==> src/rtl/core/assert_macros.svh <==
`ifndef ASSERT_MACROS_SVH
`define ASSERT_MACROS_SVH

// Clocked property on the house clock and reset.
`define ASSERT_CLK(name, prop, msg) \
  name: assert property (@(posedge clk_i) disable iff (!rst_ni) (prop)) \
    else $error(msg);

// Condition that must never be seen at a clock edge.
`define ASSERT_NEVER(name, cond, msg) \
  `ASSERT_CLK(name, !(cond), msg)

`endif

==> src/rtl/core/mdwp_pkg.sv <==
package mdwp_pkg;

  localparam int DEPTH_W     = 16;
  localparam int LABEL_W     = 16;
  localparam int MASK_W      = 8;
  localparam int INV_W       = 24;
  localparam int CENTER_W    = 16;
  localparam int COEF_W      = 32;
  localparam int COEF_IDX_W  = 4;
  localparam int WORLD_W     = 32;
  localparam int APB_ADDR_W  = 5;
  localparam int APB_DATA_W  = 32;
  localparam int SUBPIX_BITS = 4;   // pixel positions in 1/16 pixel
  localparam int RND_SHIFT   = 30;  // Q2.30 scaling
  localparam int ROT_DIM     = 3;
  localparam int NUM_COEFS   = 12;
  localparam int TRANS_BASE  = 9;

  localparam logic [INV_W-1:0]    INV_FOCAL_RST = 24'd1789570;
  localparam logic [CENTER_W-1:0] CENTER_X_RST  = 16'd5120;
  localparam logic [CENTER_W-1:0] CENTER_Y_RST  = 16'd3840;
  localparam logic [DEPTH_W-1:0]  MIN_DEPTH_RST = 16'd300;
  localparam logic [DEPTH_W-1:0]  MAX_DEPTH_RST = 16'd3000;
  localparam logic signed [COEF_W-1:0] ONE_Q30  = 32'sh4000_0000;

  typedef enum logic {
    MODE_PIXEL = 1'b0,
    MODE_LOAD  = 1'b1
  } item_mode_e;

  typedef enum logic [2:0] {
    REG_INV_FOCAL_X = 3'd0,
    REG_INV_FOCAL_Y = 3'd1,
    REG_CENTER_X    = 3'd2,
    REG_CENTER_Y    = 3'd3,
    REG_MIN_DEPTH   = 3'd4,
    REG_MAX_DEPTH   = 3'd5
  } cfg_reg_e;

endpackage

==> src/rtl/core/mdwp_front.sv <==
module mdwp_front #(
  parameter int PIXEL_INDEX_BITS = 12,
  parameter int DU_W             = 17,
  parameter int ENTRY_W          = 2 * DU_W + 33
) (
  input  logic                            in_valid_i,
  output logic                            in_stall_o,
  input  logic                            mode_i,
  input  logic [PIXEL_INDEX_BITS-1:0]     column_i,
  input  logic [PIXEL_INDEX_BITS-1:0]     row_i,
  input  logic [mdwp_pkg::DEPTH_W-1:0]    depth_mm_i,
  input  logic [mdwp_pkg::MASK_W-1:0]     mask_value_i,
  input  logic [mdwp_pkg::LABEL_W-1:0]    label_i,
  input  logic [mdwp_pkg::COEF_IDX_W-1:0] coef_index_i,
  input  logic signed [mdwp_pkg::COEF_W-1:0] coef_value_i,
  input  logic [mdwp_pkg::CENTER_W-1:0]   center_x_i,
  input  logic [mdwp_pkg::CENTER_W-1:0]   center_y_i,
  input  logic [mdwp_pkg::DEPTH_W-1:0]    min_depth_i,
  input  logic [mdwp_pkg::DEPTH_W-1:0]    max_depth_i,
  input  logic                            q_full_i,
  output logic                            push_o,
  output logic [ENTRY_W-1:0]              push_data_o
);
  import mdwp_pkg::*;

  localparam int PAD_W = ENTRY_W - 1 - COEF_IDX_W - COEF_W;

  logic                   is_load;
  logic                   keep;
  logic signed [DU_W-1:0] du;
  logic signed [DU_W-1:0] dv;

  always_comb begin
    is_load = (mode_i == MODE_LOAD);
    if (is_load) begin
      keep = (coef_index_i < COEF_IDX_W'(NUM_COEFS));
    end else begin
      keep = (mask_value_i != '0) && (depth_mm_i >= min_depth_i) &&
             (depth_mm_i <= max_depth_i);
    end
    // offsets from the principal point, 1/16 pixel
    du = $signed(DU_W'({column_i, {SUBPIX_BITS{1'b0}}})) - $signed(DU_W'(center_x_i));
    dv = $signed(DU_W'({row_i, {SUBPIX_BITS{1'b0}}})) - $signed(DU_W'(center_y_i));
    if (is_load) begin
      push_data_o = {1'b1, {PAD_W{1'b0}}, coef_index_i, coef_value_i};
    end else begin
      push_data_o = {1'b0, du, dv, depth_mm_i, label_i};
    end
    push_o     = in_valid_i && !q_full_i && keep;
    in_stall_o = q_full_i;
  end

endmodule

==> config.mk <==
export PLATFORM = sky130hd
export DESIGN_NAME = mdwp_front
export DESIGN_NICKNAME = d
export VERILOG_FILES = /design/src/rtl/core/assert_macros.svh /design/src/rtl/core/mdwp_pkg.sv /design/src/rtl/core/mdwp_front.sv
export SDC_FILE = /design/constraint.sdc
export NUM_CORES = 1
export LEC_CHECK = 0
export BUFFER_PORTS_ARGS = -buffer_cell sky130_fd_sc_hd__buf_4
export CAP_MARGIN = 30
export CORE_ASPECT_RATIO = 0.9
export CORE_MARGIN = 8
export CORE_UTILIZATION = 32
export DETAILED_ROUTE_END_ITERATION = 7
export PLACE_DENSITY = 0.7
export RECOVER_POWER = 25
export SYNTH_ARGS = -nofsm -noshare
export SYNTH_HDL_FRONTEND = slang
export SYNTH_SLANG_ARGS = --single-unit
==> constraint.sdc <==
create_clock -name vclk -period 2.93
set_input_delay 0.293 -clock vclk [all_inputs]
set_output_delay 0.293 -clock vclk [all_outputs]
set_load 0.01 [all_outputs]
==> metrics, run 1 <==
Max Cap Violations 0; share of cells above drive strength 1 between 40% and 50%; Worst Setup End Kind output port; Setup CP Type in -> out; PnR worst setup slack ~300 ps; Leakage approximately 2.6 nW; Initial Util roughly a third; Critical Path Stages 8; area grow syn2layout 63.3%; # diodes 0; most frequent CP cell buf_4; crit-path leading delay family compound AO/OA/AOI/OAI gates; Core Area 8920 sq um; HP Class in -> out; die height between 100 and 150 um; DP Area 4760 sq um; Top Metal Used met4; post-synth cell types between 50 and 60; cell area power density approximately 180 nW/um^2; post-CTS resize count 0; sequential fraction of the synthesis area 0%; final WL ~11000 um; global-route congestion overflow total 0; Final Cycle Share between 80% and 90%; met1 WL 4180 um; fill count slightly above 900; placed insts between 700 and 800; I/O Pins 236; Max stage delay on crit path 460 ps; worst hold path stage count 2; Cells after Synth between 300 and 400; DRT antenna net count 0; commonest non-fill, non-tap cell in the layout buf_4; die area ~12000 sq um; IO Port Bufs about 240; fin crit period between 2000 and 3000 ps; synthesized area slightly below 3000 sq um; Crit path buffers/inverters 2; final setup vio count 0; vias in the first global route between 3000 and 4000; first-pass GRT wire length 17900 um; CP Launch Type input port; post-DP HPWL 10200 um; slowest CP cell a221o_2; data arrival time of the worst path ~2300 ps; Post-Layout Cell Count between 700 and 800; worst slew margin relative to its limit a little over half; Ys Warns 0; post-layout util between 50% and 60%; Core Rows 33; die width between 100 and 150 um; met3 wire length 1190 um; TritonRoute pass-1 iters 4; dpl ws between 200 and 300 ps; via count between 3000 and 4000; Storage cell area 0 sq um; multi-input logic area around 2600 sq um; RD Place Congestion slightly below 0.9; Via density ~5.0; Post-Syn Nets around 600; fmax roughly 380 MHz; largest net degree at the start of global routing between 60 and 70; Final #Nets around 850; Syn Area/Cell 7.33 sq um; DRC 0; Setup Total Neg Slack 0 ps; initial antenna violation count 0; postcts setup bufs 0; met2 WL between 5000 and 6000 um; Seq cells 0; Worst Max-Slew Pin Slew around 700 ps; VDD IR max between 0.1 and 0.15 mV; Power, Total just over 0.8 mW; CP required between 2000 and 3000 ps; fin area about 4700 sq um; Hold Violations, Final 0; outcome finished clean; hold slack a little over 800 ps; RSZ-0062 raised after global routing no; CLK BUF 0; WL/cell about 15 um; commonest non-fill, non-tap cells in the layout buf_4 (221), inv_1 (64), ha_1 (58); Crit Path Max Fanout 6; CP Cell Sequence buf_4, ha_1, a21o_1, a221o_2, a2111oi_2, o21ai_0, nor3b_2, buf_4; Slew Limit Fails 0; GRT Util Overall between 15 and 20%; initial DRC count 79; hold-fix buffers at CTS 0
-- kinds of logic (layout without fill, tap and decap cells) --
kind of cell	count (synthesis)	count (layout)	share of synthesized area [%]
xor gates and xnor gates	14	14	4.26
adders and majority gates	58	58	25.2
muxes	39	39	15.2
buffers and inverters	75	301	10.0
and+or+nand+nor	105	105	19.6
AOI/OAI and AO/OA	102	102	25.7
-- path summary, 6_finish.rpt --
kind   startpoint              end  slack, ps
min      q_full_i       in_stall_o        830
max   column_i[1]  push_data_o[59]        300
-- power by group --
part	internal (mW)	switching (mW)	leakage (nW)	total, mW
clock	0	0	0	0
combinational	0.450	0.380	2.57	0.831
sequential	0	0	0	0
-- metal layers --
metal | vias to the layer above | global-route usage, %
li1 | 1884 | -
met1 | 1660 | 18.4
met2 | 129 | 33.0
met3 | 4 | 5.84
met4 | 0 | 0.648
met5 | - | 0
-- final cells by class --
type | instances | area share, %
inverter | 64 | 5.11
multi-input combinational | 318 | 55.1
tap | 122 | 3.25
timing repair buffer | 237 | 36.6
-- synthesized netlist by cell type (2+ instances only) --
| cell | n | share of area [%] |
|---|---|---|
| a211oi_1 | 3 | 0.78 |
| clkbuf_1 | 3 | 0.39 |
| mux2_2 | 37 | 14 |
| ha_1 | 58 | 25 |
| and3_1 | 3 | 0.65 |
| a21o_1 | 15 | 3.9 |
| and4_1 | 2 | 0.61 |
| nor4_1 | 4 | 0.87 |
| buf_1 | 6 | 0.78 |
| nor3b_2 | 3 | 1.3 |
| nand3b_1 | 2 | 0.52 |
| o21ai_1 | 2 | 0.35 |
| nand4_1 | 9 | 2.0 |
| nand3_1 | 6 | 1.0 |
| o21bai_1 | 2 | 0.52 |
| xor2_1 | 8 | 2.4 |
| buf_4 | 2 | 0.52 |
| nand2_1 | 17 | 2.2 |
| a221o_1 | 3 | 1.0 |
| a2111oi_0 | 3 | 0.91 |
| xnor2_1 | 6 | 1.8 |
| o21ai_0 | 16 | 2.8 |
| a21oi_1 | 23 | 4.0 |
| nor2b_1 | 10 | 2.2 |
| nor2_1 | 33 | 4.3 |
| inv_1 | 64 | 8.3 |
| mux2_1 | 2 | 0.78 |
| a31oi_1 | 10 | 2.2 |
| a31o_2 | 2 | 0.61 |
| nor3_1 | 4 | 0.70 |
| o211ai_1 | 3 | 0.78 |
| and2_1 | 2 | 0.43 |
| nor3b_1 | 3 | 0.78 |
| o31a_1 | 2 | 0.61 |
| a221oi_1 | 2 | 0.61 |
(Power assumes the default switching activity.)
==> inputs of run 2 (changes only) <==
--- a/config.mk
+++ b/config.mk
@@ -9,9 +9,9 @@
 export CAP_MARGIN = 30
 export CORE_ASPECT_RATIO = 0.9
 export CORE_MARGIN = 8
-export CORE_UTILIZATION = 32
+export CORE_UTILIZATION = 41
 export DETAILED_ROUTE_END_ITERATION = 7
-export PLACE_DENSITY = 0.7
+export PLACE_DENSITY = 0.86
 export RECOVER_POWER = 25
 export SYNTH_ARGS = -nofsm -noshare
 export SYNTH_HDL_FRONTEND = slang
==> metrics, run 2 (same netlist as run 1, synthesis figures left out) <==
commonest non-fill, non-tap cells in the layout buf_4 (220), inv_1 (64), ha_1 (58); GRT Util Overall 20.6% (+3.5 points); CP Launch Type input port; DRC 0 (unchanged); commonest non-fill, non-tap cell in the layout buf_4; Core Rows 29 (-12%); initial antenna violation count 0 (unchanged); # diodes 0 (unchanged); Final #Nets 846 (unchanged); via count 3730 (+1.4%); PnR worst setup slack 228 ps (-68.1 ps); DRT antenna net count 0 (unchanged); data arrival time of the worst path 2410 ps (+70 ps); CP required 2640 ps (about the same); fin crit period 2700 ps (+68.1 ps); worst slew margin relative to its limit 15.9% (-38 points); initial DRC count 94 (+19%); hold slack 831 ps (+1.92 ps); largest net degree at the start of global routing 57 (-11%); Via density 5.24 (+5.6%); share of cells above drive strength 1 43.9% (unchanged); cell area power density 181 nW/um^2 (+2.3%); global-route congestion overflow total 0 (unchanged); Seq cells 0 (unchanged); VDD IR max 0.0926 mV (-21%); RD Place Congestion 0.864 (-0.72%); WL/cell 16.4 um (+7.3%); Setup Total Neg Slack 0 ps (unchanged); IO Port Bufs 236 (unchanged); fmax 370 MHz (-2.5%); Hold Violations, Final 0 (unchanged); die height 95.5 um (-9.9%); outcome finished clean; Initial Util 41.6% (+9.3 points); HP Class in -> out; die width 104 um (-10%); Max Cap Violations 0 (unchanged); Worst Setup End Kind output port; Leakage 2.57 nW (unchanged); DP Area 4730 sq um (-0.76%); Final Cycle Share 92.2% (+2.3 points); hold-fix buffers at CTS 0 (unchanged); postcts setup bufs 0 (unchanged); Slew Limit Fails 0 (unchanged); Storage cell area 0 sq um (unchanged); CLK BUF 0 (unchanged); post-DP HPWL 10400 um (+1.9%); Worst Max-Slew Pin Slew 1260 ps (+566 ps); Setup CP Type in -> out; vias in the first global route 3783 (-1.5%); Core Area 6930 sq um (-22%); I/O Pins 236 (unchanged); TritonRoute pass-1 iters 4 (unchanged); post-CTS resize count 0 (unchanged); first-pass GRT wire length 17700 um (-1.1%); final WL 11700 um (+3.1%); fill count 620 (-32%); Crit Path Max Fanout 6 (unchanged); dpl ws 282 ps (-5.02 ps); fin area 4660 sq um (-0.82%); final setup vio count 0 (unchanged); die area 9970 sq um (-19%); RSZ-0062 raised after global routing no; area grow syn2layout 61.9%
[run 2: cell type report]
class	instances	area, sq um	share of cell area, %
Inverter	64	240	5.15
Tap cell	93	116	2.49
Multi-Input combinational cell	318	2590	55.6
Timing Repair Buffer	237	1720	36.8
[run 2: worst paths after layout]
path | start | endpoint | depth (start not counted)
setup / recovery | column_i[1] | push_data_o[59] | 8
hold / removal | q_full_i | in_stall_o | 2
[run 2: power by group]
group	switching (mW)	leakage, nW	internal [mW]	total [mW]
clock	0	0	0	0
combinational	0.390	2.57	0.453	0.843
sequential	0	0	0	0
total	0.390	2.57	0.453	0.843
[run 2: worst max-delay path, cell delays in order]
cell,delay [ps]
buf_4,110
ha_1,360
a21o_1,250
a221o_2,450
a2111oi_2,440
o21ai_0,140
nor3b_2,160
buf_4,190
[run 2: metal layers]
layer,global-route usage [%],vias up,part of all wire [%]
li1,-,1886,-
met1,22.0,1680,38
met2,41.4,154,53
met3,5.68,10,7.6
met4,0.963,0,0.78
met5,0,-,0
[run 2: through the flow]
| stage | instances | util (%) | total power, mW |
|---|---|---|---|
| 5_1_grt | 712 | 67.3 | 0.921 |
| 4_1_cts | 712 | 68.2 | 0.857 |
| 2_1_floorplan | 393 | - | 0.449 |
| 3_5_place_dp | 712 | 68.2 | 0.854 |
| 6_report | 712 | 67.3 | 0.843 |
| 3_3_place_gp | 712 | 68.2 | 0.829 |
