<file path="src/rtl/core/assert_macros.svh">
`ifndef ASSERT_MACROS_SVH
`define ASSERT_MACROS_SVH

// Clocked property on the house clock and reset.
`define ASSERT_CLK(name, prop, msg) \
  name: assert property (@(posedge clk_i) disable iff (!rst_ni) (prop)) \
    else $error(msg);

// Condition that must never be seen at a clock edge.
`define ASSERT_NEVER(name, cond, msg) \
  `ASSERT_CLK(name, !(cond), msg)

`endif

</file>
<file path="src/rtl/core/mdwp_pkg.sv">
package mdwp_pkg;

  localparam int DEPTH_W     = 16;
  localparam int LABEL_W     = 16;
  localparam int MASK_W      = 8;
  localparam int INV_W       = 24;
  localparam int CENTER_W    = 16;
  localparam int COEF_W      = 32;
  localparam int COEF_IDX_W  = 4;
  localparam int WORLD_W     = 32;
  localparam int APB_ADDR_W  = 5;
  localparam int APB_DATA_W  = 32;
  localparam int SUBPIX_BITS = 4;   // pixel positions in 1/16 pixel
  localparam int RND_SHIFT   = 30;  // Q2.30 scaling
  localparam int ROT_DIM     = 3;
  localparam int NUM_COEFS   = 12;
  localparam int TRANS_BASE  = 9;

  localparam logic [INV_W-1:0]    INV_FOCAL_RST = 24'd1789570;
  localparam logic [CENTER_W-1:0] CENTER_X_RST  = 16'd5120;
  localparam logic [CENTER_W-1:0] CENTER_Y_RST  = 16'd3840;
  localparam logic [DEPTH_W-1:0]  MIN_DEPTH_RST = 16'd300;
  localparam logic [DEPTH_W-1:0]  MAX_DEPTH_RST = 16'd3000;
  localparam logic signed [COEF_W-1:0] ONE_Q30  = 32'sh4000_0000;

  typedef enum logic {
    MODE_PIXEL = 1'b0,
    MODE_LOAD  = 1'b1
  } item_mode_e;

  typedef enum logic [2:0] {
    REG_INV_FOCAL_X = 3'd0,
    REG_INV_FOCAL_Y = 3'd1,
    REG_CENTER_X    = 3'd2,
    REG_CENTER_Y    = 3'd3,
    REG_MIN_DEPTH   = 3'd4,
    REG_MAX_DEPTH   = 3'd5
  } cfg_reg_e;

endpackage

</file>
<file path="src/rtl/core/mdwp_queue.sv">
`include "assert_macros.svh"

module mdwp_queue #(
  parameter int WIDTH = 8,
  parameter int DEPTH = 4
) (
  input  logic             clk_i,
  input  logic             rst_ni,
  input  logic             push_i,
  input  logic [WIDTH-1:0] data_i,
  input  logic             pop_i,
  output logic             valid_o,
  output logic [WIDTH-1:0] data_o,
  output logic             full_o
);
  import mdwp_pkg::*;

  localparam int PTR_W = (DEPTH > 1) ? $clog2(DEPTH) : 1;
  localparam int CNT_W = $clog2(DEPTH + 1);

  logic [WIDTH-1:0] mem_q [DEPTH];
  logic [PTR_W-1:0] wr_ptr_q, wr_ptr_d;
  logic [PTR_W-1:0] rd_ptr_q, rd_ptr_d;
  logic [CNT_W-1:0] count_q, count_d;

  always_comb begin
    wr_ptr_d = wr_ptr_q;
    rd_ptr_d = rd_ptr_q;
    count_d  = count_q;
    if (push_i) begin
      wr_ptr_d = (wr_ptr_q == PTR_W'(DEPTH - 1)) ? '0 : wr_ptr_q + PTR_W'(1);
    end
    if (pop_i) begin
      rd_ptr_d = (rd_ptr_q == PTR_W'(DEPTH - 1)) ? '0 : rd_ptr_q + PTR_W'(1);
    end
    if (push_i && !pop_i) begin
      count_d = count_q + CNT_W'(1);
    end else if (!push_i && pop_i) begin
      count_d = count_q - CNT_W'(1);
    end
  end

  always_ff @(posedge clk_i or negedge rst_ni) begin
    if (!rst_ni) begin
      wr_ptr_q <= '0;
      rd_ptr_q <= '0;
      count_q  <= '0;
    end else begin
      wr_ptr_q <= wr_ptr_d;
      rd_ptr_q <= rd_ptr_d;
      count_q  <= count_d;
    end
  end

  always_ff @(posedge clk_i) begin
    if (push_i) begin
      mem_q[wr_ptr_q] <= data_i;
    end
  end

  assign valid_o = (count_q != '0);
  assign full_o  = (count_q == CNT_W'(DEPTH));
  assign data_o  = mem_q[rd_ptr_q];

  `ASSERT_NEVER(a_q_overflow, push_i && count_q == CNT_W'(DEPTH), "queue push while full")
  `ASSERT_NEVER(a_q_underflow, pop_i && count_q == '0, "queue pop while empty")
  `ASSERT_CLK(a_q_count_up, push_i && !pop_i |=> count_q == $past(count_q) + CNT_W'(1), "queue count did not follow push")

endmodule

</file>
<file path="config.mk">
export PLATFORM = sky130hd
export DESIGN_NAME = mdwp_queue
export DESIGN_NICKNAME = d
export VERILOG_FILES = /design/src/rtl/core/mdwp_pkg.sv /design/src/rtl/core/mdwp_queue.sv
export VERILOG_INCLUDE_DIRS = /design/src /design/src/rtl/core
export SDC_FILE = /design/constraint.sdc
export NUM_CORES = 1
export LEC_CHECK = 0
export ABC_AREA = 1
export BUFFER_PORTS_ARGS = -buffer_cell sky130_fd_sc_hd__buf_2
export CORE_ASPECT_RATIO = 1.1
export CORE_UTILIZATION = 34
export DETAILED_ROUTE_END_ITERATION = 10
export PLACE_DENSITY_LB_ADDON = 0.25
export SYNTH_ARGS = -nofsm -noshare
export SYNTH_HDL_FRONTEND = slang
export SYNTH_SLANG_ARGS = --single-unit
</file>
<file path="constraint.sdc">
create_clock -name clk_i -period 1.6 [get_ports clk_i]
set_input_delay 0.16 -clock clk_i [delete_from_list [all_inputs] [get_ports clk_i]]
set_output_delay 0.16 -clock clk_i [all_outputs]
set_load 0.02 [all_outputs]
</file>
==> results of run 1 <==
## how the worst max path moves through the flow
stage / from / end / slack, ns / cells after the start
floorplan: count_q[0] / count_q[2] / 0.40 / 5
global placement: push_i / count_q[2] / 0.28 / 8
detailed placement: push_i / count_q[2] / 0.23 / 8
CTS: rd_ptr_q[0] / data_o[4] / 0.04 / 6
global route: rd_ptr_q[0] / data_o[4] / -0.03 / 6
finish: rd_ptr_q[0] / data_o[4] / 0.05 / 6
## routing by layer
layer  vias up  GRT usage  routed length (µm)
met5         -          0                   0
met4         0     0.0837                  79
met3         7     0.0331                 112
met2        23      0.196                1410
met1       493      0.140                1210
li1        536          -                   -
## stage by stage
stage,setup TNS [ns],worst slack (ns),power [µW],hold WS (ns)
after CTS,0,0.0353,3680,0.0752
after global routing,-0.0933,-0.0273,3880,0.0832
final,0,0.0513,3640,0.0820
after detailed placement,0,0.228,2730,-0.00108
after floorplan,0,0.399,2370,-0.136
after global placement,0,0.282,2680,0.00139
## timing repair
item                                    4_1_cts  5_1_grt
hold buffers                                  1        0
endpoints found under the setup margin        0        5
hold endpoints to repair                      7        0
## power by group through the flow
stage | clock (µW) | sequential, µW | combinational, µW
6_report | 947 | 1490 | 1200
5_1_grt | 1010 | 1510 | 1370
4_1_cts | 967 | 1490 | 1230
3_5_place_dp | 0 | 1510 | 1220
3_3_place_gp | 0 | 1500 | 1180
2_1_floorplan | 0 | 1460 | 915
## sequential cells by signal (all words and copies together), names as in the netlist
signal,count
count_q,3
mem_q,32
rd_ptr_q,2
wr_ptr_q,2
## cell families (layout without fill, tap and decap cells)
kind of cell | count (synthesis) | count (layout) | synth area share
AND/OR/NAND/NOR | 44 | 44 | 0.0998
flip-flops | 39 | 39 | 0.666
buffers and inverters | 33 | 62 | 0.0880
AO/OA/AOI/OAI | 21 | 21 | 0.0851
adder cells (fa/ha/maj) | 7 | 7 | 0.0558
XOR/XNOR | 1 | 1 | 0.00514
## layout make-up
cell class	instances	area (µm²)	area share
Clock inverter	2	60.1	0.0300
Tap cell	56	70.1	0.0350
Multi-Input combinational cell	73	419	0.209
Clock buffer	6	72.6	0.0362
Timing Repair Buffer	25	138	0.0687
Sequential cell	39	1140	0.567
Inverter	29	109	0.0543
## cell usage after synthesis, drive strengths merged
master	n
edfxtp	32
o21ai	4
a21oi	1
nand3	1
o211ai	16
inv	29
nor3	1
ha	6
dfrtp	7
fa	1
xnor2	1
nand2	39
buf	4
nor2	2
nand4	1
## layout by cell type, fill, tap and decap left out, drive strengths merged
cell / instances
o21ai: 4
fa: 1
nand4: 1
buf: 24
nor3: 1
dfrtp: 7
inv: 29
edfxtp: 32
bufinv: 2
clkbuf: 6
xnor2: 1
nand2: 39
a21oi: 1
ha: 6
nor2: 2
nand3: 1
o211ai: 16
dlygate4sd3: 1
==> reports/qor.yml, run 1 <==
floorplan:
  fp.dieW_um: 69.5
  rows: 26
  die_y_um: 76.3
  initial_core_util: 0.362
  core_um2: 4720
  pin_count: 22
  die-area_um2: 5300
critical_path:
  worstPathRequired_ns: 1.44
  cp-end-kind: "primary output"
  path_common_cell: "nand2_1"
  critical_path.max_fanout: 16
  r2r_cells: 4
  r2r_slack_ns: 0.25
  crit_slowest_cell: "dfrtp_1"
  crit_buf_inv: 3
  timing.rr.end: "mem_q[1][6]"
  cp-start-kind: "register"
  cpLargestDelayFamily: "buffers and inverters"
  setup.worst_path.class: "register to primary output"
  r2r_start: "wr_ptr_q[1]"
  cp_cell_sequence: "inv_2, buf_4, nand2_1, o211ai_1, nand2_1, buf_2"
  slowest_delay_ns: 0.41
  worstPathArrival_ns: 1.39
power_and_ir_drop:
  p_clk_frac: 0.261
  comb_power_share: 0.331
  internal-power_uw: 2390
  pwr-share-seq: 0.409
  ir_drop_mv: 0.853
  switching_share: 0.343
  powerDensity_nw_per_um2: 1810
  power_switching_uw: 1250
  power.leakage_uw: 0.000901
drt:
  via_per_inst: 4.60
  vias: 1059
  routed_wl_um: 2810
  wl_per_cell_um: 12.2
  drc: 0
  ant_nets: 0
  drt_iter0_drc: 36
  drt_first_pass_iters: 4
place:
  io_buffers: 21
  place_congestion: 0.696
  place_area_um2: 1860
  numPlacedInstances: 221
  dp_hpwl_um: 2060
sta:
  setup_viol: 0
  final_max_slew_viol_count: 0
  hold_viol: 0
  slew-limit-headroom: 0.719
  rsz0062_at_grt: "yes"
  worst_pin_slew_ns: 0.420
  skew_ns: 0.00968
  period_share: 0.968
  fmax_mhz: 646
  post-route-min-period_ns: 1.55
cells_and_area:
  drive_gt1_frac: 0.190
  finalInstanceArea_um2: 2000
  fin_cells: 230
  area_delta_synth_final_pct: 17.5
  utilization: 0.425
  fillers: 431
  antennaDiodeCount: 0
  finalNetCount: 192
hold_path:
  hold-path-endpoint: "mem_q[3][7]"
  min-delay-start: "data_i[7]"
  hold_path_depth: 1
  hp-class: "primary input to register"
clocking:
  numCtsBuffers: 5
  cts.repair.resized: 0
  cts_root_buffer: "clkbuf_8"
  cts_setup_buffers: 0
  cts_sinks: 39
  clkTransAtPathRegs_ns: 0.08
  cts_buffer_depth: 2
  h-tree-depth: 2
  cts_tree: "yes"
  insertion_delay_ns: 0.29
yosys:
  syn_inst: 145
  netlist-cell-type-count: 17
  yosys_register_bits: 39
  synth_nets: 164
  ys_seq_area_frac: 0.666
  synth_top_area_share: 0.563
  synth_warnings: 0
  syn_area_um2: 1710
  yosys-top-cells-area: "edfxtp_1, dfrtp_1, nand2_1"
  avgSynthCellArea_um2: 11.8
  netlist.top_cell.by_area: "edfxtp_1"
status:
  outcome: "finished, final reports clean"
global_routing:
  grt_pass1_wl_um: 4830
  antenna_found_initial: 0
  track_usage: 0.122
  grt_max_degree: 18
  grt_overflow: 0
  grt_pass1_vias: 1054
flow_run:
  maxCapViolations: 0
Power figures use the tool's default switching activity.
==> run 2: changes to the inputs <==
Settings changed: CORE_MARGIN set to 4, PLACE_DENSITY set to 0.64, PLACE_DENSITY_LB_ADDON 0.25 to not set.
==> run 2 against run 1 <==
Net effect: cell count did not move; clock-buffer cell count decreased by 1; via count is 0.57% lower; critical path depth unchanged; largest power group unchanged; largest cell class unchanged.
==> reports/qor.yml, run 2 (synthesis results as in run 1) <==
global_routing:
  grt_pass1_vias: 1003  # was 1054
  antenna_found_initial: 0  # unchanged
  track_usage: 0.101  # was 0.122
  grt_max_degree: 34  # was 18
  grt_overflow: 0  # unchanged
  grt_pass1_wl_um: 4560  # was 4830 µm
drt:
  drc: 0  # unchanged
  via_per_inst: 4.58  # was 4.60
  vias: 1053  # was 1059
  drt_iter0_drc: 41  # was 36
  drt_first_pass_iters: 4  # unchanged
  routed_wl_um: 2910  # was 2810 µm
  ant_nets: 0  # unchanged
  wl_per_cell_um: 12.7  # was 12.2 µm
sta:
  rsz0062_at_grt: "no"  # was yes
  skew_ns: 0.00603  # was 0.00968 ns
  post-route-min-period_ns: 1.51  # was 1.55 ns
  fmax_mhz: 662  # was 646 MHz
  worst_pin_slew_ns: 0.388  # was 0.420 ns
  setup_tns_ns: 0  # unchanged
  slew-limit-headroom: 0.741  # was 0.719
  hold_ws_ns: 0.0909  # was 0.0820 ns
  hold_viol: 0  # unchanged
  period_share: 0.944  # was 0.968
  final_max_slew_viol_count: 0  # unchanged
  setup_viol: 0  # unchanged
clocking:
  cts_root_buffer: "clkbuf_8"  # unchanged
  insertion_delay_ns: 0.29  # about the same
  cts.repair.resized: 0  # unchanged
  h-tree-depth: 2  # unchanged
  cts_setup_buffers: 0  # unchanged
  clkTransAtPathRegs_ns: 0.08  # about the same
  cts_sinks: 39  # unchanged
  cts_buffer_depth: 2  # unchanged
  cts_tree: "yes"  # unchanged
  numCtsBuffers: 5  # unchanged
power_and_ir_drop:
  power_switching_uw: 1270  # was 1250 µW
  comb_power_share: 0.379  # was 0.331
  internal-power_uw: 2120  # was 2390 µW
  powerDensity_nw_per_um2: 1710  # was 1810 nW/µm²
  power.leakage_uw: 0.000888  # was 0.000901 µW
  ir_drop_mv: 0.937  # was 0.853 mV
  p_clk_frac: 0.186  # was 0.261
  switching_share: 0.375  # was 0.343
  pwr-share-seq: 0.434  # was 0.409
hold_path:
  hp-class: "primary input to register"  # unchanged
cells_and_area:
  largest_reg_flops: 32  # unchanged
  antennaDiodeCount: 0  # unchanged
  top_regs: "mem_q: 32 flops, count_q: 3 flops"  # unchanged
  area_delta_synth_final_pct: 16.7  # was 17.5%
  mostFrequentLayoutCell: "nand2_1"  # unchanged
  top_register: "mem_q"  # unchanged
  finalNetCount: 192  # unchanged
  fin_cells: 230  # unchanged
  drive_gt1_frac: 0.195  # was 0.190
  most-common-layout-cells: "nand2_1, edfxtp_1, inv_1, buf_2, o211ai_1"  # unchanged
place:
  place_congestion: 0.676  # was 0.696
  io_buffers: 21  # unchanged
  numPlacedInstances: 220  # was 221
  dp_hpwl_um: 1970  # was 2060 µm
critical_path:
  critical_path.max_fanout: 17  # was 16
  worstPathArrival_ns: 1.35  # was 1.39 ns
  setup.worst_path.class: "register to primary output"  # unchanged
  cp-start-kind: "register"  # unchanged
  worstPathRequired_ns: 1.44  # about the same
  cp-end-kind: "primary output"  # unchanged
status:
  outcome: "finished, final reports clean"  # unchanged
floorplan:
  core_um2: 4750  # was 4720 µm²
  pin_count: 22  # unchanged
  fp.dieW_um: 75.5  # was 69.5 µm
  die-area_um2: 6210  # was 5300 µm²
  rows: 26  # unchanged
  initial_core_util: 0.359  # was 0.362
  die_y_um: 82.3  # was 76.3 µm
flow_run:
  maxCapViolations: 0  # unchanged
-- run 2: final timing paths --
kind,start,to,slack (ns),cells past startpoint
max,rd_ptr_q[0],data_o[5],0.09,6
min,data_i[2],mem_q[2][2],0.09,1
max reg2reg,wr_ptr_q[0],mem_q[0][6],0.26,4
min reg2reg,count_q[2],count_q[2],0.48,2
max in group asynchronous,rst_ni,count_q[1],1.22,2
min in group asynchronous,rst_ni,count_q[2],0.22,2
-- run 2: area by class of cell --
class | instances | area (µm²)
clock inverter | 3 | 20.0
clock buffer | 5 | 68.8
fill | 461 | 2760
inverter | 29 | 109
tap | 56 | 70.1
sequential | 39 | 1140
multi-input combinational | 73 | 419
timing repair buffer | 25 | 168
-- run 2: metal layers --
layer	GRT usage	vias to the layer above	part of all wire
met5	0	-	0
met4	0.0315	0	0.0034
met3	0.0327	2	0.049
met2	0.173	21	0.52
met1	0.119	495	0.43
li1	-	535	-
-- run 2: repair_timing --
action | in CTS | in global routing
endpoints found under the setup margin | 0 | 1
hold endpoints to repair | 7 | 0
hold buffers | 1 | 0
-- run 2: power by group through the flow --
stage / clock, µW / combinational (µW) / sequential (µW)
2_1_floorplan: 0 / 915 / 1460
3_3_place_gp: 0 / 1220 / 1500
3_5_place_dp: 0 / 1240 / 1500
4_1_cts: 657 / 1250 / 1480
5_1_grt: 703 / 1460 / 1500
6_report: 633 / 1290 / 1480
-- run 2: critical path, cell delays in order (launching register included) --
cell and delay [ns]:
dfrtp_1 0.41, inv_2 0.11, buf_12 0.15, nand2_1 0.06, o211ai_1 0.07, nand2_1 0.09, buf_2 0.17
-- run 2: through the flow --
step                instance area (µm²)  worst slack (ns)  power [µW]   util
CTS                                1970            0.0707        3380  0.414
detailed placement                 1870             0.251        2740  0.393
global route                       1990          0.000831        3660  0.419
finish                             1990            0.0899        3400  0.419
floorplan                          1710             0.399        2370      -
global placement                   1870             0.269        2720  0.393
==> run 3: changes to the inputs <==
Settings changed: CORE_UTILIZATION 34 to 56, PLACE_DENSITY 0.64 to 0.9.
Clock period 1.6 ns to 1.4 ns, I/O delays scaled along.
==> run 3 against run 2 <==
Net effect: the flow now finishes with violations (setup timing); clock power rose by 13%; register-to-register slack got worse by 0.20 ns; global-route usage rose by 8.0 points; critical path type unchanged; largest cell class unchanged.
==> reports/qor.yml, run 3 (synthesis results as in run 1) <==
sta:
  post-route-min-period_ns: 1.53
  slew-limit-headroom: 0.778  # was 0.741
  setup_tns_ns: -0.855  # was 0 ns
  rsz0062_at_grt: "yes"  # was no
  period_share: 1.10
  fmax_mhz: 652
  fin_ws_ns: -0.135  # was 0.0899 ns
  hold_viol: 0  # unchanged
  skew_ns: 0.00416  # was 0.00603 ns
  final_max_slew_viol_count: 0  # unchanged
  worst_pin_slew_ns: 0.333  # was 0.388 ns
  hold_ws_ns: 0.0138  # was 0.0909 ns
  setup_viol: 8  # was 0
status:
  violations: "setup timing"
  outcome: "finished, violations left"  # was finished, final reports clean
cells_and_area:
  antennaDiodeCount: 0  # unchanged
  area_delta_synth_final_pct: 16.1  # was 16.7%
  most-common-layout-cells: "nand2_1, edfxtp_1, inv_1, buf_2, o211ai_1"  # unchanged
  seq_area_um2: 1140  # about the same
  top_register: "mem_q"  # unchanged
  top_regs: "mem_q: 32 flops, count_q: 3 flops"  # unchanged
  drive_gt1_frac: 0.230  # was 0.195
  finalNetCount: 196  # was 192
  largest_reg_flops: 32  # unchanged
  mostFrequentLayoutCell: "nand2_1"  # unchanged
  fillers: 216  # was 461
  multi_input_comb_area_um2: 422  # was 419 µm²
floorplan:
  fp.dieW_um: 60.6  # was 75.5 µm
  pin_count: 22  # unchanged
  die-area_um2: 3990  # was 6210 µm²
  rows: 20  # was 26
  core_um2: 2850  # was 4750 µm²
  initial_core_util: 0.598  # was 0.359
  die_y_um: 65.9  # was 82.3 µm
global_routing:
  grt_overflow: 0  # unchanged
  grt_max_degree: 18  # was 34
  grt_util_met2: 0.322  # was 0.173
  grt_pass1_vias: 1105  # was 1003
  grt_pass1_wl_um: 5180  # was 4560 µm
  grt_busiest_layer: "met2"  # unchanged
  gr-usage-met1: 0.212  # was 0.119
  antenna_found_initial: 0  # unchanged
  track_usage: 0.181  # was 0.101
  use_met3: 0.0410  # was 0.0327
hold_path:
  hold-path-endpoint: "mem_q[2][3]"  # was mem_q[2][2]
  min-delay-start: "data_i[3]"  # was data_i[2]
  hold_path_depth: 1  # unchanged
  hp-class: "primary input to register"  # unchanged
clocking:
  clkTransAtPathRegs_ns: 0.11  # was 0.08 ns
  numCtsBuffers: 5  # unchanged
  h-tree-depth: 2  # unchanged
  cts_sinks: 39  # unchanged
  cts_tree: "yes"  # unchanged
  cts_root_buffer: "clkbuf_4"  # was clkbuf_8
  insertion_delay_ns: 0.33  # was 0.29 ns
  cts_buffer_depth: 2  # unchanged
critical_path:
  cp_cell_sequence: "inv_2, buf_12, nand2_1, o211ai_1, nand2_1, buf_2"  # unchanged
  cp-end-kind: "primary output"  # unchanged
  worstPathRequired_ns: 1.26  # was 1.44 ns
  critical_path.max_fanout: 17  # unchanged
  timing.rr.end: "mem_q[3][3]"  # was mem_q[0][6]
  r2r_slack_ns: 0.06  # was 0.26 ns
  worstPathArrival_ns: 1.39  # was 1.35 ns
  crit_slowest_cell: "dfrtp_1"  # unchanged
  path_common_cell: "nand2_1"  # unchanged
  setup.worst_path.class: "register to primary output"  # unchanged
  slowest_delay_ns: 0.41  # about the same
  r2r_start: "wr_ptr_q[0]"  # unchanged
  cpLargestDelayFamily: "buffers and inverters"  # unchanged
  cp-start-kind: "register"  # unchanged
  crit_buf_inv: 3  # unchanged
  r2r_cells: 3  # was 4
drt:
  via_per_inst: 5.36  # was 4.58
  drt_first_pass_iters: 4  # unchanged
  routed_wl_um: 3210  # was 2910 µm
  drt_iter0_drc: 19  # was 41
  drc: 0  # unchanged
  vias: 1131  # was 1053
  ant_nets: 0  # unchanged
  wl_per_cell_um: 15.2  # was 12.7 µm
power_and_ir_drop:
  powerDensity_nw_per_um2: 2020  # was 1710 nW/µm²
  ir_drop_mv: 1.45  # was 0.937 mV
  power.leakage_uw: 0.000894  # was 0.000888 µW
place:
  io_buffers: 21  # unchanged
  place_congestion: 0.742  # was 0.676
  dp_hpwl_um: 2270  # was 1970 µm
flow_run:
  maxCapViolations: 0  # unchanged
-- run 3: cell types whose count changed in the layout (fill, tap and decap cells not counted), moves of 2 or more --
cell,delta
dfrtp_1,-2
clkbuf_8,-5
buf_4,+4
dfrtp_2,+2
clkbuf_4,+5
-- run 3: area by class of cell --
cell class,instances,share of cell area
Clock buffer,5,0.0190
Clock inverter,3,0.0196
Inverter,29,0.0581
Multi-Input combinational cell,73,0.213
Sequential cell,39,0.575
Tap cell,33,0.0208
Timing Repair Buffer,29,0.0948
-- run 3: metal layers --
layer  vias up  part of all wire  wire length [µm]
li1        545                 -                 -
met1       560              0.39              1260
met2        21              0.56              1800
met3         5             0.031               100
met4         0             0.015                47
met5         -                 0                 0
-- run 3: worst reg2reg max path, cell delays in order, from the launching register on --
cell and delay [ns]:
dfrtp_1 0.44, ha_1 0.22, nand2_1 0.14, clkinvlp_4 0.25
-- run 3: worst max-delay path by stage --
stage                     start    endpoint  slack [ns]  cells after the start
global route        rd_ptr_q[0]   data_o[0]       -0.24                      6
CTS                 rd_ptr_q[0]   data_o[3]       -0.13                      6
finish              rd_ptr_q[0]   data_o[5]       -0.13                      6
detailed placement        pop_i  count_q[2]        0.01                      9
global placement         push_i  count_q[2]        0.13                      8
floorplan            count_q[0]  count_q[2]        0.20                      5
-- run 3: repair_timing --
action                                 in CTS  in global routing
resized for setup                           5                  5
endpoints found under the hold margin       7                  0
buffers inserted                            1                  1
gates cloned                                0                  0
setup endpoints to repair                   8                 11
hold buffers                                1                  0
-- run 3: where the power goes --
part           total [µW]  switching (µW)  internal, µW  leakage, µW
Combinational        1550             964           589     0.000476
Sequential           1730             185          1540     0.000376
Clock                 716             349           367    0.0000426
-- run 3: per-stage QoR --
step | cell area, µm² | instances | util | setup WS, ns | total power (µW)
after CTS | 1960 | 210 | 0.686 | -0.131 | 3950
after global placement | 1850 | 200 | 0.648 | 0.126 | 3040
after global routing | 1980 | 211 | 0.694 | -0.242 | 4250
after detailed placement | 1850 | 200 | 0.648 | 0.0137 | 3170
after floorplan | 1710 | 145 | - | 0.199 | 2710
final | 1980 | 211 | 0.694 | -0.135 | 4000
